$ cat src/design/sulist_pkg.sv
// Package: shared types and constants of the sorted unique list unit.
`default_nettype none

package sulist_pkg;

    localparam int CAPACITY  = 16;
    localparam int DATA_W    = 32;
    localparam int CMD_W     = 3;
    localparam int POS_W     = 5;
    localparam int STAT_W    = 2;
    localparam int CNT_W     = 5;
    localparam int IDX_W     = 4;

    localparam int S_TDATA_W = 40;
    localparam int M_TDATA_W = 48;

    localparam int S_CMD_LSB = 0;
    localparam int S_VAL_LSB = S_CMD_LSB + CMD_W;
    localparam int S_POS_LSB = S_VAL_LSB + DATA_W;

    localparam int M_ITEM_LSB  = 0;
    localparam int M_STAT_LSB  = M_ITEM_LSB + DATA_W;
    localparam int M_FOUND_LSB = M_STAT_LSB + STAT_W;
    localparam int M_CNT_LSB   = M_FOUND_LSB + POS_W;
    localparam int M_USED_W    = M_CNT_LSB + CNT_W;

    localparam logic [DATA_W-1:0] ITEM_NONE = '1;
    localparam logic [CNT_W-1:0]  CNT_FULL  = CNT_W'(CAPACITY);

    typedef enum logic [CMD_W-1:0] {
        CMD_INSERT = 3'd0,
        CMD_REMOVE = 3'd1,
        CMD_GET    = 3'd2,
        CMD_SEARCH = 3'd3,
        CMD_CLEAR  = 3'd4
    } cmd_t;

    typedef enum logic [STAT_W-1:0] {
        STAT_OK    = 2'd0,
        STAT_MISS  = 2'd1,
        STAT_RANGE = 2'd2,
        STAT_FULL  = 2'd3
    } stat_t;

    typedef struct packed {
        logic load;
        logic apply;
    } sulist_ctl_t;

endpackage

`default_nettype wire

$ cat src/design/sulist_ctrl.sv
// Controller: accept and apply sequencing with the output valid flag.
`default_nettype none

module sulist_ctrl (
    input  wire                     clk,
    input  wire                     rst_n,
    input  wire                     in_valid,
    output logic                    in_ready,
    output logic                    out_valid,
    input  wire                     out_ready,
    output sulist_pkg::sulist_ctl_t ctl
);

    typedef enum logic {
        ST_IDLE,
        ST_APPLY
    } state_t;

    state_t state_reg;
    logic   out_valid_reg;

    assign in_ready  = (state_reg == ST_IDLE);
    assign out_valid = out_valid_reg;

    always_comb
    begin
        ctl.load  = in_valid && (state_reg == ST_IDLE);
        ctl.apply = (state_reg == ST_APPLY) && (!out_valid_reg || out_ready);
    end

    always_ff @(posedge clk or negedge rst_n)
    begin
        if (!rst_n)
        begin
            state_reg     <= ST_IDLE;
            out_valid_reg <= 1'b0;
        end
        else
        begin
            if (ctl.apply)
            begin
                out_valid_reg <= 1'b1;
            end
            else if (out_valid_reg && out_ready)
            begin
                out_valid_reg <= 1'b0;
            end
            case (state_reg)
                ST_IDLE:
                begin
                    if (ctl.load)
                    begin
                        state_reg <= ST_APPLY;
                    end
                end
                ST_APPLY:
                begin
                    if (ctl.apply)
                    begin
                        state_reg <= ST_IDLE;
                    end
                end
                default:
                begin
                    state_reg <= ST_IDLE;
                end
            endcase
        end
    end

endmodule

`default_nettype wire

$ cat src/design/sulist_dp.sv
// Datapath: cell chain of entries with parallel compare, shift and result register.
`default_nettype none

module sulist_dp (
    input  wire                                     clk,
    input  wire                                     rst_n,
    input  sulist_pkg::sulist_ctl_t                 ctl,
    input  wire  [sulist_pkg::S_TDATA_W-1:0]        in_data,
    output logic [sulist_pkg::M_TDATA_W-1:0]        out_data
);

    logic [sulist_pkg::DATA_W-1:0]   entries_reg [sulist_pkg::CAPACITY];
    logic [sulist_pkg::DATA_W-1:0]   entries_next [sulist_pkg::CAPACITY];
    logic [sulist_pkg::CNT_W-1:0]    count_reg;
    logic [sulist_pkg::CNT_W-1:0]    count_next;

    logic [sulist_pkg::CMD_W-1:0]    cmd_reg;
    logic [sulist_pkg::DATA_W-1:0]   value_reg;
    logic [sulist_pkg::POS_W-1:0]    pos_reg;
    logic [sulist_pkg::CAPACITY-1:0] gt_reg;
    logic [sulist_pkg::CAPACITY-1:0] gt_next;
    logic [sulist_pkg::CAPACITY-1:0] eq_reg;
    logic [sulist_pkg::CAPACITY-1:0] eq_next;

    logic [sulist_pkg::DATA_W-1:0]   item_reg;
    logic [sulist_pkg::DATA_W-1:0]   item_next;
    logic [sulist_pkg::STAT_W-1:0]   stat_reg;
    logic [sulist_pkg::STAT_W-1:0]   stat_next;
    logic [sulist_pkg::POS_W-1:0]    found_reg;
    logic [sulist_pkg::POS_W-1:0]    found_next;
    logic [sulist_pkg::CNT_W-1:0]    cnt_out_reg;

    logic [sulist_pkg::DATA_W-1:0]   in_value;
    logic [sulist_pkg::CAPACITY:0]   gt_prev;
    logic [sulist_pkg::POS_W-1:0]    slot;
    logic [sulist_pkg::POS_W-1:0]    hit;
    logic                            dup;
    logic                            pos_ok;
    logic [sulist_pkg::IDX_W-1:0]    get_idx;
    logic [sulist_pkg::POS_W-1:0]    pos_minus;

    assign in_value  = in_data[sulist_pkg::S_VAL_LSB +: sulist_pkg::DATA_W];
    assign gt_prev   = {gt_reg, 1'b1};
    assign pos_minus = pos_reg - sulist_pkg::POS_W'(1);
    assign get_idx   = pos_minus[sulist_pkg::IDX_W-1:0];
    assign pos_ok    = (pos_reg != '0) && (pos_reg <= count_reg);
    assign dup       = |eq_reg;

    always_comb
    begin
        for (int i = 0; i < sulist_pkg::CAPACITY; i++)
        begin
            gt_next[i] = (sulist_pkg::CNT_W'(i) < count_reg)
                && ($signed(entries_reg[i]) > $signed(in_value));
            eq_next[i] = (sulist_pkg::CNT_W'(i) < count_reg)
                && (entries_reg[i] == in_value);
        end
    end

    always_comb
    begin
        slot = '0;
        hit  = '0;
        for (int i = 0; i < sulist_pkg::CAPACITY; i++)
        begin
            if (gt_prev[i] && !gt_reg[i])
            begin
                slot = slot | sulist_pkg::POS_W'(i + 1);
            end
            if (eq_reg[i])
            begin
                hit = hit | sulist_pkg::POS_W'(i + 1);
            end
        end
    end

    always_comb
    begin
        for (int i = 0; i < sulist_pkg::CAPACITY; i++)
        begin
            entries_next[i] = entries_reg[i];
        end
        count_next = count_reg;
        item_next  = '0;
        stat_next  = sulist_pkg::STAT_OK;
        found_next = '0;
        case (cmd_reg)
            sulist_pkg::CMD_INSERT:
            begin
                if (dup)
                begin
                    stat_next = sulist_pkg::STAT_MISS;
                end
                else if (count_reg == sulist_pkg::CNT_FULL)
                begin
                    stat_next = sulist_pkg::STAT_FULL;
                end
                else
                begin
                    if (!gt_reg[0])
                    begin
                        entries_next[0] = value_reg;
                    end
                    for (int i = 1; i < sulist_pkg::CAPACITY; i++)
                    begin
                        if (!gt_reg[i])
                        begin
                            entries_next[i] = gt_prev[i] ? value_reg : entries_reg[i-1];
                        end
                    end
                    count_next = count_reg + sulist_pkg::CNT_W'(1);
                    found_next = slot;
                end
            end
            sulist_pkg::CMD_REMOVE:
            begin
                if (pos_ok)
                begin
                    for (int i = 0; i < sulist_pkg::CAPACITY - 1; i++)
                    begin
                        if (sulist_pkg::POS_W'(i + 1) >= pos_reg)
                        begin
                            entries_next[i] = entries_reg[i+1];
                        end
                    end
                    count_next = count_reg - sulist_pkg::CNT_W'(1);
                end
                else
                begin
                    stat_next = sulist_pkg::STAT_RANGE;
                end
            end
            sulist_pkg::CMD_GET:
            begin
                if (pos_ok)
                begin
                    item_next = entries_reg[get_idx];
                end
                else
                begin
                    item_next = sulist_pkg::ITEM_NONE;
                    stat_next = sulist_pkg::STAT_RANGE;
                end
            end
            sulist_pkg::CMD_SEARCH:
            begin
                if (dup)
                begin
                    found_next = hit;
                end
                else
                begin
                    stat_next = sulist_pkg::STAT_MISS;
                end
            end
            sulist_pkg::CMD_CLEAR:
            begin
                count_next = '0;
            end
            default:
            begin
                count_next = count_reg;
            end
        endcase
    end

    always_ff @(posedge clk)
    begin
        if (ctl.load)
        begin
            cmd_reg   <= in_data[sulist_pkg::S_CMD_LSB +: sulist_pkg::CMD_W];
            value_reg <= in_value;
            pos_reg   <= in_data[sulist_pkg::S_POS_LSB +: sulist_pkg::POS_W];
            gt_reg    <= gt_next;
            eq_reg    <= eq_next;
        end
        if (ctl.apply)
        begin
            for (int i = 0; i < sulist_pkg::CAPACITY; i++)
            begin
                entries_reg[i] <= entries_next[i];
            end
            item_reg    <= item_next;
            stat_reg    <= stat_next;
            found_reg   <= found_next;
            cnt_out_reg <= count_next;
        end
    end

    always_ff @(posedge clk or negedge rst_n)
    begin
        if (!rst_n)
        begin
            count_reg <= '0;
        end
        else if (ctl.apply)
        begin
            count_reg <= count_next;
        end
    end

    assign out_data = {
        (sulist_pkg::M_TDATA_W - sulist_pkg::M_USED_W)'(0),
        cnt_out_reg,
        found_reg,
        stat_reg,
        item_reg
    };

endmodule

`default_nettype wire

$ cat src/design/sorted_unique_list_descending_unit.sv
// Top level: sorted unique list, descending order, stream in and out.
// Sequencing: a transaction is captured in the accept step and its result is
// registered in the apply step; a new transaction is taken only after the
// previous one is applied, and a held result stalls the apply step.
// Reset: clears the entry count and the handshake state; entry cells are not
// cleared and hold unknown values until written.
`default_nettype none

module sorted_unique_list_descending_unit (
    input  wire                                 clk,
    input  wire                                 rst_n,
    input  wire                                 s_axis_tvalid,
    output logic                                s_axis_tready,
    // command[2:0], value[34:3], position[39:35]
    input  wire  [sulist_pkg::S_TDATA_W-1:0]    s_axis_tdata,
    output logic                                m_axis_tvalid,
    input  wire                                 m_axis_tready,
    // item[31:0], status[33:32], found_position[38:34], entry_count[43:39], zero
    output logic [sulist_pkg::M_TDATA_W-1:0]    m_axis_tdata
);

    sulist_pkg::sulist_ctl_t ctl;

    sulist_ctrl u_ctrl (
        .clk       (clk),
        .rst_n     (rst_n),
        .in_valid  (s_axis_tvalid),
        .in_ready  (s_axis_tready),
        .out_valid (m_axis_tvalid),
        .out_ready (m_axis_tready),
        .ctl       (ctl)
    );

    sulist_dp u_dp (
        .clk      (clk),
        .rst_n    (rst_n),
        .ctl      (ctl),
        .in_data  (s_axis_tdata),
        .out_data (m_axis_tdata)
    );

endmodule

`default_nettype wire

$ cat config.mk
export PLATFORM = sky130hd
export DESIGN_NAME = sorted_unique_list_descending_unit
export DESIGN_NICKNAME = d
export VERILOG_FILES = /design/src/design/sulist_pkg.sv /design/src/design/sulist_ctrl.sv /design/src/design/sulist_dp.sv /design/src/design/sorted_unique_list_descending_unit.sv
export SDC_FILE = /design/constraint.sdc
export NUM_CORES = 2
export LEC_CHECK = 0
export BUFFER_PORTS_ARGS = -buffer_cell sky130_fd_sc_hd__buf_2
export CORE_MARGIN = 3
export CORE_UTILIZATION = 60
export CTS_CLUSTER_SIZE = 28
export DETAILED_ROUTE_END_ITERATION = 7
export PLACE_DENSITY = 0.77
export SETUP_SLACK_MARGIN = 0.4
export SYNTH_ARGS = -nofsm -noshare
export SYNTH_HDL_FRONTEND = slang
export SYNTH_SLANG_ARGS = --single-unit
$ cat constraint.sdc
create_clock -name clk -period 17.6 [get_ports clk]
set_clock_uncertainty 0.2 [all_clocks]
set_input_delay 2.64 -clock clk [delete_from_list [all_inputs] [get_ports clk]]
set_output_delay 2.64 -clock clk [all_outputs]
set_load 0.02 [all_outputs]
# Word level (Yosys, flattened, before mapping)
# Memory sizes are Yosys's and may differ from the RTL's.
# Index checks and enable logic that the tools add are counted.
dict set report totals {
  ram_bits 512
  ff_bits 123
  latchBits 0
  romBits 0
  memories 1
  output_inout_bits 50
}
# memory words width rd rd_clocked_by_memory_dff write_ports line
set memory_table {}
lappend memory_table {u_dp.entries_reg 16 32 17 0 16 sulist_dp.sv:12} ;# logic [sulist_pkg::DATA_W-1:0] entries_reg [sulist_pkg::CAPACITY];
dict set report classes {
  magnitude_cmp 48
  eq_ne 21
  n_reduce_logical 73
  bitwise 1
  addsub 3
  n_div 0
  shifts 0
  n_mux 104
  multipliers 0
}
# cell n
set op_table {}
lappend op_table {{$mux W32} 48}
lappend op_table {{$mux W512} 2}
lappend op_table {{$pmux W480 S2} 1}
lappend op_table {{$eq A32 B32 Y1} 16}
lappend op_table {{$gt A32 B32 Y1} 16}
lappend op_table {{$mux W480} 1}
lappend op_table {{$mux W4} 16}
lappend op_table {{$logic_and A1 B1 Y1} 51}
lappend op_table {{$ge A4 B5 Y1 const A} 8}
lappend op_table {{$lt A4 B5 Y1 const A} 8}
lappend op_table {{$mux W5} 8}
lappend op_table {{$mux W3} 8}
lappend op_table {{$ge A3 B5 Y1 const A} 4}
lappend op_table {{$lt A3 B5 Y1 const A} 4}
lappend op_table {{$logic_not A1 Y1} 16}
lappend op_table {{$reduce_or A16 Y1} 1}
lappend op_table {{$pmux W5 S3} 1}
lappend op_table {{$mux W2} 7}
lappend op_table {{$ge A2 B5 Y1 const A} 2}
lappend op_table {{$lt A1 B5 Y1 const A} 2}
lappend op_table {{$lt A2 B5 Y1 const A} 2}
lappend op_table {{$pmux W5 S2} 1}
lappend op_table {{$mux W1} 9}
lappend op_table {{$eq A3 B2 Y1 const B} 2}
lappend op_table {{16 further kinds} 16}

# Depth between registers and ports, before layout
dict set report logic_depth {
  depth_word 20
  depth_mapped 12
  mapped_depth_nobuf 8
}

# Modules after synthesis
# A second synthesis with hierarchy kept.
dict set report hier_totals {
  cells_unflattened 4280
  hier_area_um2 47785.8
}
# module cells_each area_each_um2 instances seq_area_each_um2
set modules_own_cells {}
lappend modules_own_cells {sulist_dp 4272 47692.0 1 18983.2}
lappend modules_own_cells {sulist_ctrl 8 93.8 1 50.0}

# Worst setup path before layout
# Ideal clock, no wire load.
dict set report synth_path {
  kind {input -> register}
  startpoint {in m_axis_tready}
  endpoint {mem u_dp.entries_reg[13][0] (netlist name), enable pin}
  arrival_time_ps 5873
  setup_ps 470
  setup_slack_ps 11057
  path_stages 6
  required_ps 16930
  cell_sequence {nand2b_1 nand2_1 nor3_1 nand2b_4 buf_6 a211oi_1}
}
# element line
set synth_lines {}
lappend synth_lines {{start: declaration} sorted_unique_list_descending_unit.sv:17} ;# input wire m_axis_tready,
lappend synth_lines {{end: declaration} sulist_dp.sv:12}

# Worst setup path in the final report
dict set report layout_path {
  startpoint {in s_axis_tdata[15] (netlist name)}
  endpoint {reg u_dp.gt_reg[1] (netlist name) (data pin)}
}
dict set report layout_via {
  elab_chain_len 2
}
# element line
set layout_rtl {}
lappend layout_rtl {{start: declaration} sorted_unique_list_descending_unit.sv:15} ;# input wire [sulist_pkg::S_TDATA_W-1:0] s_axis_tdata,
lappend layout_rtl {{$gt A32 B32 Y1} sulist_dp.sv:54} ;# && ($signed(entries_reg[i]) > $signed(in_value));
lappend layout_rtl {{$logic_and A1 B1 Y1} sulist_dp.sv:54}
lappend layout_rtl {{net u_dp.gt_next, one bit} sulist_dp.sv:21} ;# logic [sulist_pkg::CAPACITY-1:0] gt_next;
lappend layout_rtl {{end signal: assignment} sulist_dp.sv:174} ;# gt_reg <= gt_next;
lappend layout_rtl {{end: declaration} sulist_dp.sv:20} ;# logic [sulist_pkg::CAPACITY-1:0] gt_reg;
# The timed path passes the listed nets, and every way through them passes these cells.
# A chain may end at the register's enable or synchronous reset.

==> reports/qor.txt <==
P per Cell Area = 81.6 nW/µm²
Slew @ Worst Pin = 1.41 ns
IR drop worst, VDD = 74.9 µV
Sink Count = 635
clk slew on worst S/H paths = 0.06 ns
core area = 77700 µm²
library cells used by synthesis = 71
register bit count reported by yosys = 635
hold crit path type = flip-flop to flip-flop
NetSw = 1250 µW
Main synth FF type = edfxtp_1
failing checks = design-rule violations
max-cap violations = 0
max reg flops = 512
maximum clock rate = 0.165 GHz
area delta synth->final = 7.96%
Ys Warns = 0
Pre-antenna DRT Iters = 8
Wirelength per Cell = 33.9 µm
final net count = 4785
post-synth top area share = 0.399
syn_area_per_cell = 11.0 µm²
Skew-Pair Late Insertion Delay = 0.65 ns
port bufs = 89
hold-fix buffers at CTS = 0
CP max stage delay = 0.87 ns
vias in the first global route = 37300
Die X-Extent = 287 µm
Lkg Pwr = 0.0197 µW
RSZ-0062 raised after global routing = false
Arr. time, crit path = 6.24 ns
switching share of power = 0.300
Rows = 102
final WL = 180 mm
clk root buf = clkbuf_16
minimum clock period = 6.06 ns
Clk network pwr share = 0.385
register share of total power = 0.430
EDFF count, synth = 628
Max Root-Sink Buffers = 3
CP Class = input pin to flip-flop
Post-Syn Area = 47300 µm²
CP max-delay cell = nor4_1
Gate Count Post-Synth = 4293
Initial Util = 0.609
# setup viols final = 0
Synth area leaders = edfxtp_1, ha_1, mux2i_1
Max Slew Vio Count = 0
# fillers = 5908
share of the yosys chip area belonging to registers = 0.402
post-CTS sizing = 0
drt via density = 7.55
Hold Vio Cnt, Final = 0
share of cells above drive strength 1 = 0.116
number of CTS-inserted buffers = 74
Setup TNS = 0 ns
Int Power = 2920 µW
post-route DRC violation count = 1
num ports = 94
Critical Path RT = 17.78 ns
initial antenna violation count = 13
Die Y = 287 µm
CP endpoint kind = flip-flop
pin count of the biggest net entering global routing = 214
routed via count = 40200
FFs w/ async S/R, synth = 0.0110
most common cell after layout, fill and taps aside = nand2_1
commonest non-fill, non-tap cells in the layout = nand2_1, edfxtp_1, ha_1
DIE AREA = 82300 µm²
outcome = complete, but fails checks
initial drt markers = 7447
Pwr Total = 4170 µW
CTS HTree Levels = 3
Final period util = 0.344
first-pass GRT wire length = 258 mm
Detail Placement HPWL = 123 mm
Crit Path Max Fanout = 16
slew margin rel. = 0.0579
crit start category = input pin
total grt overflow = 0
GP Congestion = 1.07
global-route usage over all layers = 0.429
Synth area leader = edfxtp_1
Comb pwr share = 0.185
post-route ant nets = 0
crit path cell chain = buf_2, inv_1, ha_1, nand4_1, nor4_1, o21ai_0, o211ai_1, a221oi_1, mux2_2
Post-CTS Setup Bufs = 0
CTS tree = built
==> through the flow <==
step,setup WS (ns),hold slack [ns],instances,util,instance area (µm²)
detailed placement,10.66,0.323,5182,0.626,48600
global placement,10.67,0.311,5182,0.626,48600
finish,11.54,0.328,5320,0.657,51100
global route,11.49,0.377,5318,0.657,51100
CTS,11.34,0.335,5317,0.657,51100
floorplan,11.06,0.339,4296,-,47300
==> cells in the mapped netlist (all sizes together), types with 17 or more instances <==
library cell,instances
nor2,153
a221oi,19
nand3,50
ha,522
and4,24
edfxtp,628
o21ai,128
a211oi,17
clkbuf,240
o211ai,18
nor4,24
nand2,648
mux2i,441
a21oi,182
nand2b,17
o31ai,448
mux4,160
nand4,87
a31oi,19
nor2b,36
nor3,23
inv,83
buf,75
a21o,58
mux2,35
==> power groups by stage <==
| stage | sequential (µW) | combinational [µW] | clock, µW |
|---|---|---|---|
| 2_1_floorplan | 1780 | 504 | 0 |
| 3_3_place_gp | 1820 | 725 | 0 |
| 3_5_place_dp | 1820 | 741 | 0 |
| 4_1_cts | 1780 | 744 | 1600 |
| 5_1_grt | 1790 | 810 | 1650 |
| 6_report | 1790 | 772 | 1600 |
==> metal layers <==
| metal | wire (µm) | track usage | vias to the layer above |
|---|---|---|---|
| li1 | - | - | 16700 |
| met1 | 65600 | 0.588 | 19300 |
| met2 | 72400 | 0.588 | 3475 |
| met5 | 75 | 0 | - |
| met4 | 12000 | 0.233 | 12 |
| met3 | 30300 | 0.161 | 703 |
==> path summary, 6_finish.rpt <==
path / from / to / slack [ns] / depth (start not counted)
max in group asynchronous: rst_n / u_dp.count_reg[0] / 15.39 / 1
worst min-delay path: u_ctrl.out_valid / u_ctrl.out_valid / 0.33 / 2
worst min register to register: u_ctrl.out_valid / u_ctrl.out_valid / 0.33 / 2
worst max register to register: u_dp.eq_reg[6] / u_dp.entries_reg[10][20] / 12.39 / 7
worst max-delay path: s_axis_tdata[15] / u_dp.gt_reg[1] / 11.54 / 9
min in group asynchronous: rst_n / u_dp.count_reg[1] / 1.65 / 1
==> cells by family (layout without fill, tap and decap cells) <==
family	count (synthesis)	count (layout)	share of synthesized area
AO/OA/AOI/OAI	983	983	0.142
adder cells (fa/ha/maj)	522	522	0.138
buffers and inverters	399	381	0.0333
multiplexers	636	636	0.178
XOR/XNOR	3	3	0.000555
other	1	6	0.0000793
AND/OR/NAND/NOR	1114	1114	0.106
flip-flops	635	635	0.402
==> cell type report <==
class	count	area [µm²]	share of cell area
clock inverters	34	402	0.00786
well taps	1040	1300	0.0255
multi-input cells	3262	27000	0.528
repair buffers	162	1020	0.0199
inverters	84	315	0.00617
flip-flops and latches	635	19000	0.373
diodes	2	5.00	0.0000980
clock buffers	101	2020	0.0395
==> worst max-delay path: cells and delay by family <==
family                   cells  cell delay, ns
AND/OR/NAND/NOR              2            1.15
multiplexers                 1            0.32
AO/OA/AOI/OAI                3            1.13
adder cells (fa/ha/maj)      1            0.45
buffers and inverters        2            0.55
No activity file was read; power rests on OpenSTA's default activity.
